===== src/rtl/core/iwlf_pkg.sv =====
// ----------------------------------------------------------------------------
// iwlf_pkg
// Shared types and constants for the incremental weighted line fit core.
// ----------------------------------------------------------------------------
package iwlf_pkg;

	localparam int MaxHits = 32;
	localparam int IdxW    = $clog2(MaxHits);
	localparam int CntW    = $clog2(MaxHits + 1);
	localparam int WideW   = 128;

	typedef enum logic [1:0] {
		OP_START  = 2'd0,
		OP_ADD    = 2'd1,
		OP_REMOVE = 2'd2,
		OP_NONE   = 2'd3
	} op_t;

	typedef enum logic [1:0] {
		ST_SOLVED   = 2'd0,
		ST_FEW      = 2'd1,
		ST_NOTFOUND = 2'd2,
		ST_FULL     = 2'd3
	} status_t;

	// divider request and response
	typedef struct packed {
		logic               start;
		logic [WideW-1:0]   num;
		logic [WideW-1:0]   den;
		logic               narrow;   // saturate to 24 bits, else 32
	} div_req_t;

	typedef struct packed {
		logic               done;
		logic [31:0]        quot;
	} div_rsp_t;

endpackage


===== src/rtl/core/iwlf_mul.sv =====
// ----------------------------------------------------------------------------
// iwlf_mul
// Shared signed 64 x 64 multiplier, accumulating four 32 x 32 partial products.
// ----------------------------------------------------------------------------
module iwlf_mul (
	input  logic          clk,
	input  logic          arst_n,
	input  logic          start,
	input  logic [63:0]   a,
	input  logic [63:0]   b,
	output logic          done,
	output logic [127:0]  prod
);
	import iwlf_pkg::*;

	logic [63:0]  ua_q, ub_q;
	logic         neg_q, busy_q, done_q;
	logic [1:0]   step_q;
	logic [127:0] acc_q;
	logic [31:0]  pa, pb;
	logic [63:0]  pp;

	// select partial operands for this step
	always_comb begin
		pa = step_q[1] ? ua_q[63:32] : ua_q[31:0];
		pb = step_q[0] ? ub_q[63:32] : ub_q[31:0];
	end
	assign pp = {32'd0, pa} * {32'd0, pb};

	always_ff @(posedge clk or negedge arst_n) begin
		if (!arst_n) begin
			busy_q <= 1'b0;
			done_q <= 1'b0;
			step_q <= '0;
		end else begin
			done_q <= 1'b0;
			if (start) begin
				busy_q <= 1'b1;
				step_q <= '0;
			end else if (busy_q) begin
				step_q <= step_q + 2'd1;
				if (step_q == 2'd3) begin
					busy_q <= 1'b0;
					done_q <= 1'b1;
				end
			end
		end
	end

	// accumulate shifted partial products
	always_ff @(posedge clk) begin
		if (start) begin
			ua_q  <= a[63] ? -a : a;
			ub_q  <= b[63] ? -b : b;
			neg_q <= a[63] ^ b[63];
			acc_q <= '0;
		end else if (busy_q) begin
			acc_q <= acc_q + ({64'd0, pp} << (32 * (int'(step_q[1]) + int'(step_q[0]))));
		end
	end

	assign done = done_q;
	assign prod = neg_q ? -acc_q : acc_q;

endmodule


===== config.mk =====
export PLATFORM = sky130hd
export DESIGN_NAME = iwlf_mul
export DESIGN_NICKNAME = d
export VERILOG_FILES = /design/src/rtl/core/iwlf_pkg.sv /design/src/rtl/core/iwlf_mul.sv
export SDC_FILE = /design/constraint.sdc
export NUM_CORES = 2
export LEC_CHECK = 0
export BUFFER_PORTS_ARGS = -buffer_cell sky130_fd_sc_hd__buf_4
export CORE_MARGIN = 1.5
export CORE_UTILIZATION = 49
export CTS_BUF_LIST = sky130_fd_sc_hd__clkbuf_8
export DETAILED_ROUTE_END_ITERATION = 16
export PLACE_DENSITY = 0.66
export SYNTH_ARGS = -nofsm -noshare
export SYNTH_HDL_FRONTEND = slang
export SYNTH_SLANG_ARGS = --single-unit

===== constraint.sdc =====
create_clock -name clk -period 26.3 [get_ports clk]
set_input_delay 1.315 -clock clk [delete_from_list [all_inputs] [get_ports clk]]
set_output_delay 1.315 -clock clk [all_outputs]
set_load 0.02 [all_outputs]

==> flow_metrics.tcl <==
set metrics [dict create \
    drive_gt1_frac 0.0896 \
    post-place-ws_ns 12.06 \
    holdCritPathClass "in2async" \
    min_period_ns 14.60 \
    dr_wl_met2_um 90500 \
    numCtsBuffers 53 \
    postRouteAntennaNets 0 \
    globalRoute.totalOverflow 0 \
    clock-sinks 261 \
    cpMaxStageDelayCell "mux2i_2" \
    tns_ns 0 \
    path_class "reg2reg" \
    place.gp.congestion 1.00 \
    cp_max_fo 54 \
    wl_met1_um 81000 \
    min_period_over_period 0.555 \
    die_x_um 341 \
    yosysSeqAreaShare 0.117 \
    htreeDepth 2 \
    synth_edf_count 129 \
    fin_worst_skew_ns 0.0842 \
    max_freq_mhz 68.5 \
    yosys.area.top_type "fa_1" \
    worstMarginPinSlew_ns 1.35 \
    avgSynthCellArea_um2 8.46 \
    synthTopCellsByArea "fa_1 (32%), ha_1 (8.8%), edfxtp_1 (6.9%)" \
    synth.net_count 8042 \
    slowest_delay_ns 0.85 \
    setup_viol 0 \
    die-area_mm2 0.116 \
    relSlewSlack 0.0996 \
    post-dp-hpwl_um 166000 \
    grt_max_degree 90 \
    final_cell_mix "inv_1 (913), fa_1 (897), nor2_1 (887)" \
    cts-resized-gates 0 \
    nFillCells 10700 \
    rsz0062_at_grt "false" \
    end_kind "register" \
    setup_ws_ns 11.70 \
    dr.pass1.iters 6 \
    grt_pass1_vias 49600 \
    track_usage 0.351 \
    nNetsFinal 8120 \
    start_util 0.496 \
    coreArea_mm2 0.113 \
    drt_iter0_drc 4429 \
    synth_cell_types 86 \
    pin_count 260 \
    rows 123 \
    cp_common_cell "fa_1" \
    critPathLaunchType "register" \
    route.met3.wl_um 22600 \
    async_flop_share 0.0153 \
    synth_seq_cells 261 \
    grt_pass1_wl_um 306000 \
    reg2reg_setup_slack_ns 11.70 \
    vias_per_cell 5.97 \
    cap_viol_max_count 0 \
    antenna_found_initial 8 \
    synthCells 6620 \
    port_buffers 259 \
    top_layer_used "met5" \
    detail_route.wl_per_cell_um 24.9 \
    cts_setup_buffers 0 \
    cts_root_buf "clkbuf_8" \
    die_h_um 341 \
    mostFrequentLayoutCell "inv_1" \
    required_ns 26.94 \
    syn2layout_area_growth_pct 8.26 \
    outcome "completed" \
    drc 0 \
    ys.flop_type "edfxtp_1" \
    clkTransAtPathRegs_ns 0.08 \
    rr_worst_depth 37 \
    yosysTopAreaCellShare 0.321 \
    routed_wl_um 206000 \
    netlist_area_mm2 0.0560 \
    clock_path_buffers 3 \
    slew_viol_final 0 \
    insertion_delay_ns 0.76 \
    cts_hold_buf 0 \
    cp_data_arrival_time_ns 15.24 \
    finalHoldViolCount 0 \
    cts_tree "done" \
    yosysWarnings 0 \
    vias 49200 \
]
## metal layers
layer,global-route usage,vias up
li1,-,21700
met1,0.455,24500
met2,0.537,2429
met3,0.103,529
met4,0.170,10
met5,0.0123,-
## final timing paths
| path | startpoint | endpoint |
|---|---|---|
| max | step_q[1] | acc_q[124] |
| min in group clk | acc_q[69] | acc_q[69] |
| max reg2reg | step_q[1] | acc_q[124] |
| min | arst_n | done |
| max in group asynchronous | arst_n | step_q[0] |
| min reg2reg | acc_q[69] | acc_q[69] |
## synthesized netlist by cell type, drive strengths merged (16+ instances only)
library cell,count
a21o,98
nor2,889
dfxtp,128
inv,905
nand2,770
nor4,27
or4,42
a31oi,27
fa,897
o21ai,283
o22ai,38
nand3,52
buf,31
nor3,70
o211ai,17
and3,17
o21a,26
or2,31
a21oi,267
nand2b,29
clkbuf,293
mux2i,139
o31ai,93
or3,54
xnor2,338
and2,48
a22o,17
mux2,70
o41ai,43
xor2,88
ha,394
nor2b,16
nand4,82
edfxtp,129
o21bai,43
## registers in the layout, summed over array words and instances, names as in the netlist
name / count
neg_q: 1
busy_q: 1
done: 1
step_q: 2
ub_q: 64
acc_q: 128
ua_q: 64
## through the flow
stage / instances / instance area, um2 / util / hold WS [ns]
after floorplan: 6620 / 56000 / - / 0.470
after global placement: 8143 / 59500 / 0.527 / 0.495
after detailed placement: 8143 / 59500 / 0.527 / 0.504
after CTS: 8240 / 60600 / 0.537 / 0.351
after global routing: 8241 / 60600 / 0.537 / 0.374
final: 8246 / 60600 / 0.537 / 0.397
## cell families after synthesis
| kind of cell | after synthesis | synth area share |
|---|---|---|
| DFF | 261 | 0.117 |
| adders and majority gates | 1291 | 0.409 |
| AOI/OAI and AO/OA | 1059 | 0.120 |
| muxes | 209 | 0.0389 |
| xor gates and xnor gates | 426 | 0.0666 |
| buffers and inverters | 1229 | 0.0828 |
| and+or+nand+nor | 2145 | 0.166 |
## final cells by class
class                           instances  area (um2)  area share
Antenna cell                            6        15.0    0.000248
Clock buffer                           58         798      0.0132
Clock inverter                         39         348     0.00574
Inverter                              905        3400      0.0560
Multi-Input combinational cell       5130       45100       0.743
Sequential cell                       261        6550       0.108
Tap cell                             1500        1880      0.0309
Timing Repair Buffer                  347        2610      0.0431
## worst max-delay path, delay by kind of cell, from the launching register on
| kind | cells | cell delay, ns |
|---|---|---|
| buffers and inverters | 4 | 1.24 |
| AO/OA/AOI/OAI | 13 | 4.36 |
| multiplexers | 2 | 1.24 |
| adder cells (fa/ha/maj) | 10 | 4.88 |
| XOR/XNOR | 1 | 0.43 |
| AND/OR/NAND/NOR | 7 | 1.79 |
| flip-flops | 1 | 0.57 |
Power is left out: the tool's default activity adds up to more than one toggle a clock period on the data nets, which glitch-free logic cannot reach.
