`src/rtl/core/iwlf_pkg.sv`:
```
// ----------------------------------------------------------------------------
// iwlf_pkg
// Shared types and constants for the incremental weighted line fit core.
// ----------------------------------------------------------------------------
package iwlf_pkg;

	localparam int MaxHits = 32;
	localparam int IdxW    = $clog2(MaxHits);
	localparam int CntW    = $clog2(MaxHits + 1);
	localparam int WideW   = 128;

	typedef enum logic [1:0] {
		OP_START  = 2'd0,
		OP_ADD    = 2'd1,
		OP_REMOVE = 2'd2,
		OP_NONE   = 2'd3
	} op_t;

	typedef enum logic [1:0] {
		ST_SOLVED   = 2'd0,
		ST_FEW      = 2'd1,
		ST_NOTFOUND = 2'd2,
		ST_FULL     = 2'd3
	} status_t;

	// divider request and response
	typedef struct packed {
		logic               start;
		logic [WideW-1:0]   num;
		logic [WideW-1:0]   den;
		logic               narrow;   // saturate to 24 bits, else 32
	} div_req_t;

	typedef struct packed {
		logic               done;
		logic [31:0]        quot;
	} div_rsp_t;

endpackage

```
`src/rtl/core/iwlf_div.sv`:
```
// ----------------------------------------------------------------------------
// iwlf_div
// Shared signed restoring divider, one quotient bit per cycle, saturating.
// ----------------------------------------------------------------------------
module iwlf_div (
	input  logic              clk,
	input  logic              arst_n,
	input  iwlf_pkg::div_req_t req,
	output iwlf_pkg::div_rsp_t rsp
);
	import iwlf_pkg::*;

	logic [WideW-1:0] num_q, den_q, rem_q, quo_q;
	logic [7:0]       cnt_q;
	logic             busy_q, neg_q, narrow_q, done_q;
	logic [WideW:0]   rem_sh, rem_sub;
	logic [WideW-1:0] qmag;
	logic             ovf;
	logic [31:0]      res;

	// shift in one numerator bit and trial-subtract
	assign rem_sh  = {rem_q, num_q[WideW-1]};
	assign rem_sub = rem_sh - {1'b0, den_q};

	// saturate final quotient
	always_comb begin
		qmag = quo_q;
		if (narrow_q) begin
			ovf = (qmag[WideW-1:23] != '0);
			if (neg_q) res = ovf ? 32'hFF80_0000 : 32'(-qmag[31:0]);
			else       res = ovf ? 32'h007F_FFFF : qmag[31:0];
		end else begin
			ovf = (qmag[WideW-1:31] != '0);
			if (neg_q) res = ovf ? 32'h8000_0000 : 32'(-qmag[31:0]);
			else       res = ovf ? 32'h7FFF_FFFF : qmag[31:0];
		end
	end

	// iterate
	always_ff @(posedge clk or negedge arst_n) begin
		if (!arst_n) begin
			busy_q <= 1'b0;
			done_q <= 1'b0;
			cnt_q  <= '0;
		end else begin
			done_q <= 1'b0;
			if (req.start) begin
				busy_q <= 1'b1;
				cnt_q  <= 8'(WideW);
			end else if (busy_q) begin
				cnt_q <= cnt_q - 8'd1;
				if (cnt_q == 8'd1) begin
					busy_q <= 1'b0;
					done_q <= 1'b1;
				end
			end
		end
	end

	always_ff @(posedge clk) begin
		if (req.start) begin
			num_q    <= req.num[WideW-1] ? -req.num : req.num;
			den_q    <= req.den[WideW-1] ? -req.den : req.den;
			neg_q    <= req.num[WideW-1] ^ req.den[WideW-1];
			narrow_q <= req.narrow;
			rem_q    <= '0;
			quo_q    <= '0;
		end else if (busy_q) begin
			num_q <= num_q << 1;
			if (!rem_sub[WideW]) begin
				rem_q <= rem_sub[WideW-1:0];
				quo_q <= {quo_q[WideW-2:0], 1'b1};
			end else begin
				rem_q <= rem_sh[WideW-1:0];
				quo_q <= {quo_q[WideW-2:0], 1'b0};
			end
		end
	end

	assign rsp.done = done_q;
	assign rsp.quot = res;

endmodule

```
`config.mk`:
```
export PLATFORM = sky130hd
export DESIGN_NAME = iwlf_div
export DESIGN_NICKNAME = d
export VERILOG_FILES = /design/src/rtl/core/iwlf_pkg.sv /design/src/rtl/core/iwlf_div.sv
export SDC_FILE = /design/constraint.sdc
export NUM_CORES = 1
export LEC_CHECK = 0
export ABC_CLOCK_PERIOD_IN_PS = 11050
export BUFFER_PORTS_ARGS = -buffer_cell sky130_fd_sc_hd__buf_2
export CAP_MARGIN = 10
export CORE_MARGIN = 2
export CORE_UTILIZATION = 55
export DETAILED_ROUTE_END_ITERATION = 8
export PLACE_DENSITY = 0.8
export SLEW_MARGIN = 5
export SYNTH_ARGS = -nofsm -noshare
export SYNTH_HDL_FRONTEND = slang
export SYNTH_SLANG_ARGS = --single-unit
export TNS_END_PERCENT = 30
```
`constraint.sdc`:
```
create_clock -name clk -period 11.05 [get_ports clk]
set_input_delay 0.5525 -clock clk [delete_from_list [all_inputs] [get_ports clk]]
set_output_delay 0.5525 -clock clk [all_outputs]
set_load 0.03 [all_outputs]
```
==> metrics.txt, run 1 <==
P_leak=16.5 nW; clk buf depth=3; Core Area=64,200 µm²; root buf cell=clkbuf_16; CP arrival=6.71 ns; hold depth=1; Yosys reg bits=524; Wirelength per Cell=19.3 µm; worst clock skew=0.0143 ns; starting density of the core=55.4%; Mapped Cells=4,278; Clock Sinks=524; commonest cells after routing, fill and taps aside=nor2_1 (529), nand2_1 (451), a21oi_1 (371); setup violators final=0; Synth Cell Area=35,600 µm²; P_sw=3.61 mW; ys flop type=edfxtp_1; Slew HR=17.0%; DRT Pass-1 Iters=6; Overall Global Routing Usage=29.9%; Slew @ Worst Pin=around 1.2 ns; clock share of power=24.1%; CTS tree=built; Post-Route WL=roughly 100,000 µm; worst hold start=req[0]; largest net degree at the start of global routing=206; vias in the first global route=30,500; initial drt markers=about 3,400; Switching Share=41.4%; Final Hold Vio Count=0; number of distinct library cells after synthesis=82; Final Power=8.71 mW; Worst EP required=11.57 ns; Post-synth EDFFs=about 260; Detailed Place HPWL=75,600 µm; quantity of I/O buffers inserted on ports=292; nets=4,800; layout cells sized above 1=10.8%; PwrDens=220 nW/µm²; CP Capture Type=flip-flop; IO Count=293; die span in y=258 µm; syn_nets=4,672; reg2reg end=rem_q[20]; CP Launch Type=flip-flop; global-route wire length before repair=around 160,000 µm; RePlAce Congestion=1.01; fmax=161 MHz; ys async rst share=1.91%; Inserted Clock Buffers=58; worst min path class=in2reg; Warnings, synthesis=0; final core occ=about three fifths; IR Drop Worst-Case VDD=around 230 µV; die width=258 µm; row count=between 90 and 100; initial antenna violation count=19; gr ovfl total=0; Slew Limit Fails=0; clock insertion delay at the later pin of the skew report=0.63 ns; Placed Instance Area=about 37,000 µm²; Final Cell Area=39,600 µm²; Setup Crit Path Kind=reg2reg; Max Cap Viol=0; status=finished, final reports clean; crit path time final=6.19 ns; drt drc=0; Synth Area per Inst=8.32 µm²; Hold EP=narrow_q; post-route ant nets=0; RSZ-0062 raised after global routing=no; most common cell after layout, fill and taps aside=nor2_1; CP max FO=96; setup_tns=0 ns; FF-to-FF Start=num_q[127]; post-synthesis to final-layout area growth=11.2%; worst-case reg-to-reg path depth=14; DR vias=roughly 33,000; total die area=66,700 µm²; hold slack=between 0.1 and 0.15 ns; register area share after synthesis=around 37%; R2R setup slack=roughly 5 ns; Int Power=approximately 5.1 mW; Fillers=5,623; fin crit share=56.0%; post-CTS sizing=0; htree depth=2; Vias/cell=6.15; Reg power frac=just over 30%; CTS clock-pin slew for the worst setup and hold paths=0.06 ns; combinational group share of total power=45.4%
-- worst max-delay path by stage --
stage                     startpoint         to  slack [ns]
after floorplan             req[257]   num_q[0]        6.94
after global placement    num_q[127]   rem_q[0]        5.40
after detailed placement  num_q[127]  rem_q[72]        5.27
after CTS                 num_q[127]  rem_q[72]        5.19
after global routing      num_q[127]  rem_q[16]        4.51
final                     num_q[127]  rem_q[20]        4.86
-- state kept, by name, indices dropped and copies added, names as in the netlist --
register and flops:
qmag 128, narrow_q 1, rem_q 128, cnt_q 8
busy_q 1, den_q 128, num_q 128, neg_q 1
done_q 1
-- critical path, cell delays in order (launching register included) --
cell      delay (ns)
edfxtp_1        0.39
inv_1           0.07
ha_1            0.18
fa_1            0.21
nand2b_1        0.20
a211oi_1        0.15
o21ai_0         0.29
a31oi_1         0.20
o311ai_0        1.07
nand3_1         0.36
a21oi_1         0.72
xor2_4          0.77
buf_4           0.95
nand2_1         0.15
a311oi_1        0.33
-- stage by stage --
step                setup WS (ns)  cells
finish                       4.86   5317
global route                 4.51   5314
global placement             5.40   5200
detailed placement           5.27   5200
floorplan                    6.94   4278
CTS                          5.19   5311
-- synthesized netlist by cell type, types with 10 or more instances --
| cell type | count | share of area [%] |
|---|---|---|
| and3_1 | 14 | 0.25 |
| dfxtp_1 | 256 | 14 |
| o31ai_1 | 88 | 1.9 |
| or3_1 | 78 | 1.4 |
| ha_1 | 133 | 4.7 |
| o21ai_0 | 233 | 3.3 |
| inv_1 | 196 | 2.1 |
| a22oi_1 | 10 | 0.21 |
| a31oi_1 | 23 | 0.40 |
| nor2_1 | 531 | 5.6 |
| nand3_1 | 52 | 0.73 |
| a311oi_1 | 80 | 2.0 |
| nand2_1 | 451 | 4.8 |
| buf_1 | 25 | 0.26 |
| edfxtp_1 | 258 | 22 |
| o41ai_1 | 41 | 1.0 |
| o311ai_0 | 14 | 0.34 |
| nor3_1 | 96 | 1.4 |
| mux2i_1 | 131 | 3.7 |
| xnor2_1 | 200 | 4.9 |
| mux2_2 | 14 | 0.44 |
| dfrtp_1 | 10 | 0.70 |
| a21o_1 | 66 | 1.4 |
| o211ai_1 | 14 | 0.30 |
| a211oi_1 | 25 | 0.53 |
| a21oi_1 | 371 | 5.2 |
| xor2_1 | 167 | 4.1 |
| or2_2 | 14 | 0.25 |
| o21a_1 | 33 | 0.70 |
| nor4_1 | 56 | 0.98 |
| clkbuf_1 | 225 | 2.4 |
| or4_1 | 46 | 0.97 |
| nand4_1 | 99 | 1.7 |
| o21bai_1 | 52 | 1.1 |
| nand2b_1 | 22 | 0.39 |
-- routing by layer --
| metal | wire (µm) | GRT usage, % | part of all wire [%] | vias to the layer above |
|---|---|---|---|---|
| met2 | 47200 | 49.0 | 46 | 1246 |
| met3 | 7800 | 5.13 | 7.6 | 237 |
| met1 | 43900 | 39.8 | 43 | 15400 |
| li1 | - | - | - | 15800 |
| met4 | 3650 | 10.9 | 3.6 | 22 |
| met5 | 133 | 0 | 0.13 | - |
-- what timing repair did --
item / 4_1_cts / 5_1_grt
buffers inserted: 0 / 0
hold endpoints to repair: 10 / 0
hold buffers: 1 / 0
-- layout make-up --
cell class	count	area (µm²)	share of cell area, %
multi-input combinational	3303	20800	52.5
clock buffer	84	1790	4.52
sequential	524	13100	33.2
timing repair buffer	321	1710	4.32
antenna	6	15.0	0.0380
clock inverter	26	318	0.803
tap	855	1070	2.70
inverter	198	746	1.89
-- power by group through the flow --
stage          Clock (mW)  Sequential, mW  Combinational (mW)
6_report             2.10            2.66                3.95
5_1_grt              2.20            2.70                4.36
3_5_place_dp            0            2.69                3.85
4_1_cts              2.13            2.65                3.88
2_1_floorplan           0            2.62                2.94
3_3_place_gp            0            2.68                3.82
-- cell families (layout without fill, tap and decap cells) --
family / count (synthesis) / in the layout / synth area share (%)
XOR/XNOR: 367 / 367 / 9.03
other: 0 / 6 / 0
AND/OR/NAND/NOR: 1519 / 1519 / 19.9
multiplexers: 145 / 145 / 4.13
adder cells (fa/ha/maj): 134 / 134 / 4.73
buffers and inverters: 451 / 629 / 4.79
flip-flops: 524 / 524 / 36.9
AO/OA/AOI/OAI: 1138 / 1138 / 20.5
No activity file was read; power rests on OpenSTA's default activity.
==> run 2, diff against run 1 <==
ABC_CLOCK_PERIOD_IN_PS = 6100   (was 11050)
clock period = 6.1 ns   (was 11.05 ns; I/O delays follow)
==> metrics.txt, run 2 (synthesis gave the netlist of run 1 again) <==
status=finished, final reports clean; IR Drop Worst-Case VDD=366 µV (+59%); vias in the first global route=31,200 (+2.3%); die span in y=258 µm (unchanged); clock share of power=23.9% (-0.2 points); CP Launch Type=flip-flop; Worst EP required=6.63 ns (-4.94 ns); Detailed Place HPWL=76,000 µm (+0.44%); Overall Global Routing Usage=30.1% (+0.22 points); initial antenna violation count=23 (+4); Multi-input gate area=20,800 µm² (about the same); post-CTS sizing=0 (unchanged); Wirelength per Cell=19.4 µm (+0.30%); Slew Limit Fails=0 (unchanged); Fillers=5,544 (-1.4%); P_leak=16.7 nW (+1.2%); row count=93 (unchanged); CTS clock-pin slew for the worst setup and hold paths=0.06 ns (about the same); global-route wire length before repair=164,000 µm (+0.86%); FF+latch area=13,100 µm² (unchanged); RePlAce Congestion=1.00 (-0.33%); PwrDens=395 nW/µm² (+79%); combinational group share of total power=45.5% (about the same); largest net degree at the start of global routing=170 (-17%); Slew @ Worst Pin=1.08 ns (-0.151 ns); P_sw=6.58 mW (+82%); htree depth=2 (unchanged); IO Count=293 (unchanged); Post-Route WL=104,000 µm (+1.2%); fin crit share=85.4% (+29 points); total die area=66,700 µm² (unchanged); root buf cell=clkbuf_16; Final Hold Vio Count=0 (unchanged); worst clock skew=0.0292 ns (+0.0148 ns); Vias/cell=6.18 (+0.43%); setup_tns=0 ns (unchanged); initial drt markers=3,150 (-8.1%); DR vias=33,200 (+1.4%); RSZ-0062 raised after global routing=no; Reg power frac=30.6% (about the same); Slew HR=27.7% (+11 points); Setup Crit Path Kind=reg2reg; most common cell after layout, fill and taps aside=nor2_1; post-route ant nets=0 (unchanged); starting density of the core=55.4% (unchanged); drt drc=0 (unchanged); Inserted Clock Buffers=57 (-1.7%); clk buf depth=3 (unchanged); R2R setup slack=0.89 ns (-3.97 ns); gr ovfl total=0 (unchanged); nets=4,850 (+1.0%); CP max FO=19 (-80%); worst min path class=in2reg; quantity of I/O buffers inserted on ports=292 (unchanged); fmax=192 MHz (+19%); Core Area=64,200 µm² (unchanged); setup violators final=0 (unchanged); clock insertion delay at the later pin of the skew report=0.64 ns (about the same); Clock Sinks=524 (unchanged); Switching Share=41.5% (+0.078 points); layout cells sized above 1=10.7% (-0.071 points); Final Cell Area=40,100 µm² (+1.3%); crit path time final=5.21 ns (-0.984 ns); CP arrival=5.74 ns (-0.97 ns); DRT Pass-1 Iters=6 (unchanged); CTS tree=built; die width=258 µm (unchanged); Placed Instance Area=37,500 µm² (about the same); post-synthesis to final-layout area growth=12.6%; CP Capture Type=flip-flop; Int Power=9.26 mW (+81%); commonest cells after routing, fill and taps aside=nor2_1 (530), nand2_1 (451), a21oi_1 (371); Max Cap Viol=0 (unchanged)
[run 2: changes by cell type in the layout (fill, tap and decap cells not counted), sizes merged]
| cell | change |
|---|---|
| buf | +3 |
| clkbuf | -6 |
| clkinv | +1 |
| clkinvlp | +2 |
| diode | +2 |
| dlygate4sd3 | +48 |
[run 2: area by class of cell]
type / instances / area share [%]
clock buffer: 78 / 4.31
antenna: 8 / 0.0500
tap: 855 / 2.67
multi-input combinational: 3303 / 51.9
sequential: 524 / 32.8
clock inverter: 29 / 0.918
timing repair buffer: 372 / 5.55
inverter: 198 / 1.86
[run 2: per-layer routing]
| metal | routed length [µm] | up-vias | part of all wire (%) | track usage, % |
|---|---|---|---|---|
| met4 | 4290 | 26 | 4.1 | 12.2 |
| met5 | 168 | - | 0.16 | 0 |
| met2 | 47500 | 1383 | 46 | 48.9 |
| li1 | - | 15900 | - | - |
| met1 | 44000 | 15600 | 42 | 39.6 |
| met3 | 8010 | 306 | 7.7 | 5.64 |
[run 2: path summary, 6_finish.rpt]
check | startpoint | to | cells after the start
min reg2reg | rem_q[8] | rem_q[9] | 2
max | num_q[127] | rem_q[108] | 14
max reg2reg | num_q[127] | rem_q[108] | 14
min in group asynchronous | arst_n | busy_q | 2
max in group asynchronous | arst_n | busy_q | 2
min | req[25] | den_q[24] | 2
[run 2: power groups by stage]
| stage | combinational, mW | sequential [mW] | clock (mW) |
|---|---|---|---|
| floorplan | 5.32 | 4.75 | 0 |
| CTS | 7.06 | 4.82 | 3.84 |
| global route | 7.93 | 4.91 | 3.98 |
| global placement | 6.92 | 4.86 | 0 |
| finish | 7.21 | 4.84 | 3.79 |
| detailed placement | 6.99 | 4.88 | 0 |
[run 2: metrics by stage]
stage          total power, mW  util [%]  worst slack (ns)  hold slack [ns]  cells
3_5_place_dp              11.9      58.3              1.08            0.179   5203
4_1_cts                   15.7      62.3              1.05         0.000401   5359
3_3_place_gp              11.8      58.3              1.20            0.178   5203
5_1_grt                   16.8      62.4             0.442          0.00500   5365
6_report                  15.8      62.4             0.891           0.0177   5367
2_1_floorplan             10.1         -              2.23          0.00941   4278
[run 2: critical path: stages, from the launching register on]
cell and delay [ns]:
edfxtp_1 0.34, inv_1 0.05, ha_1 0.22, fa_1 0.39, nand2b_1 0.21, a211oi_1 0.37
o21ai_0 0.22, a31oi_1 0.47, o311ai_0 0.31, nand3_1 0.27, a21oi_1 0.27, xnor2_2 0.89
nand2_1 0.49, buf_4 0.37, o21ai_0 0.22
[run 2: what timing repair did]
item                      4_1_cts  5_1_grt
hold endpoints to repair       59        0
setup buffers                   0        0
hold buffers                   49        0
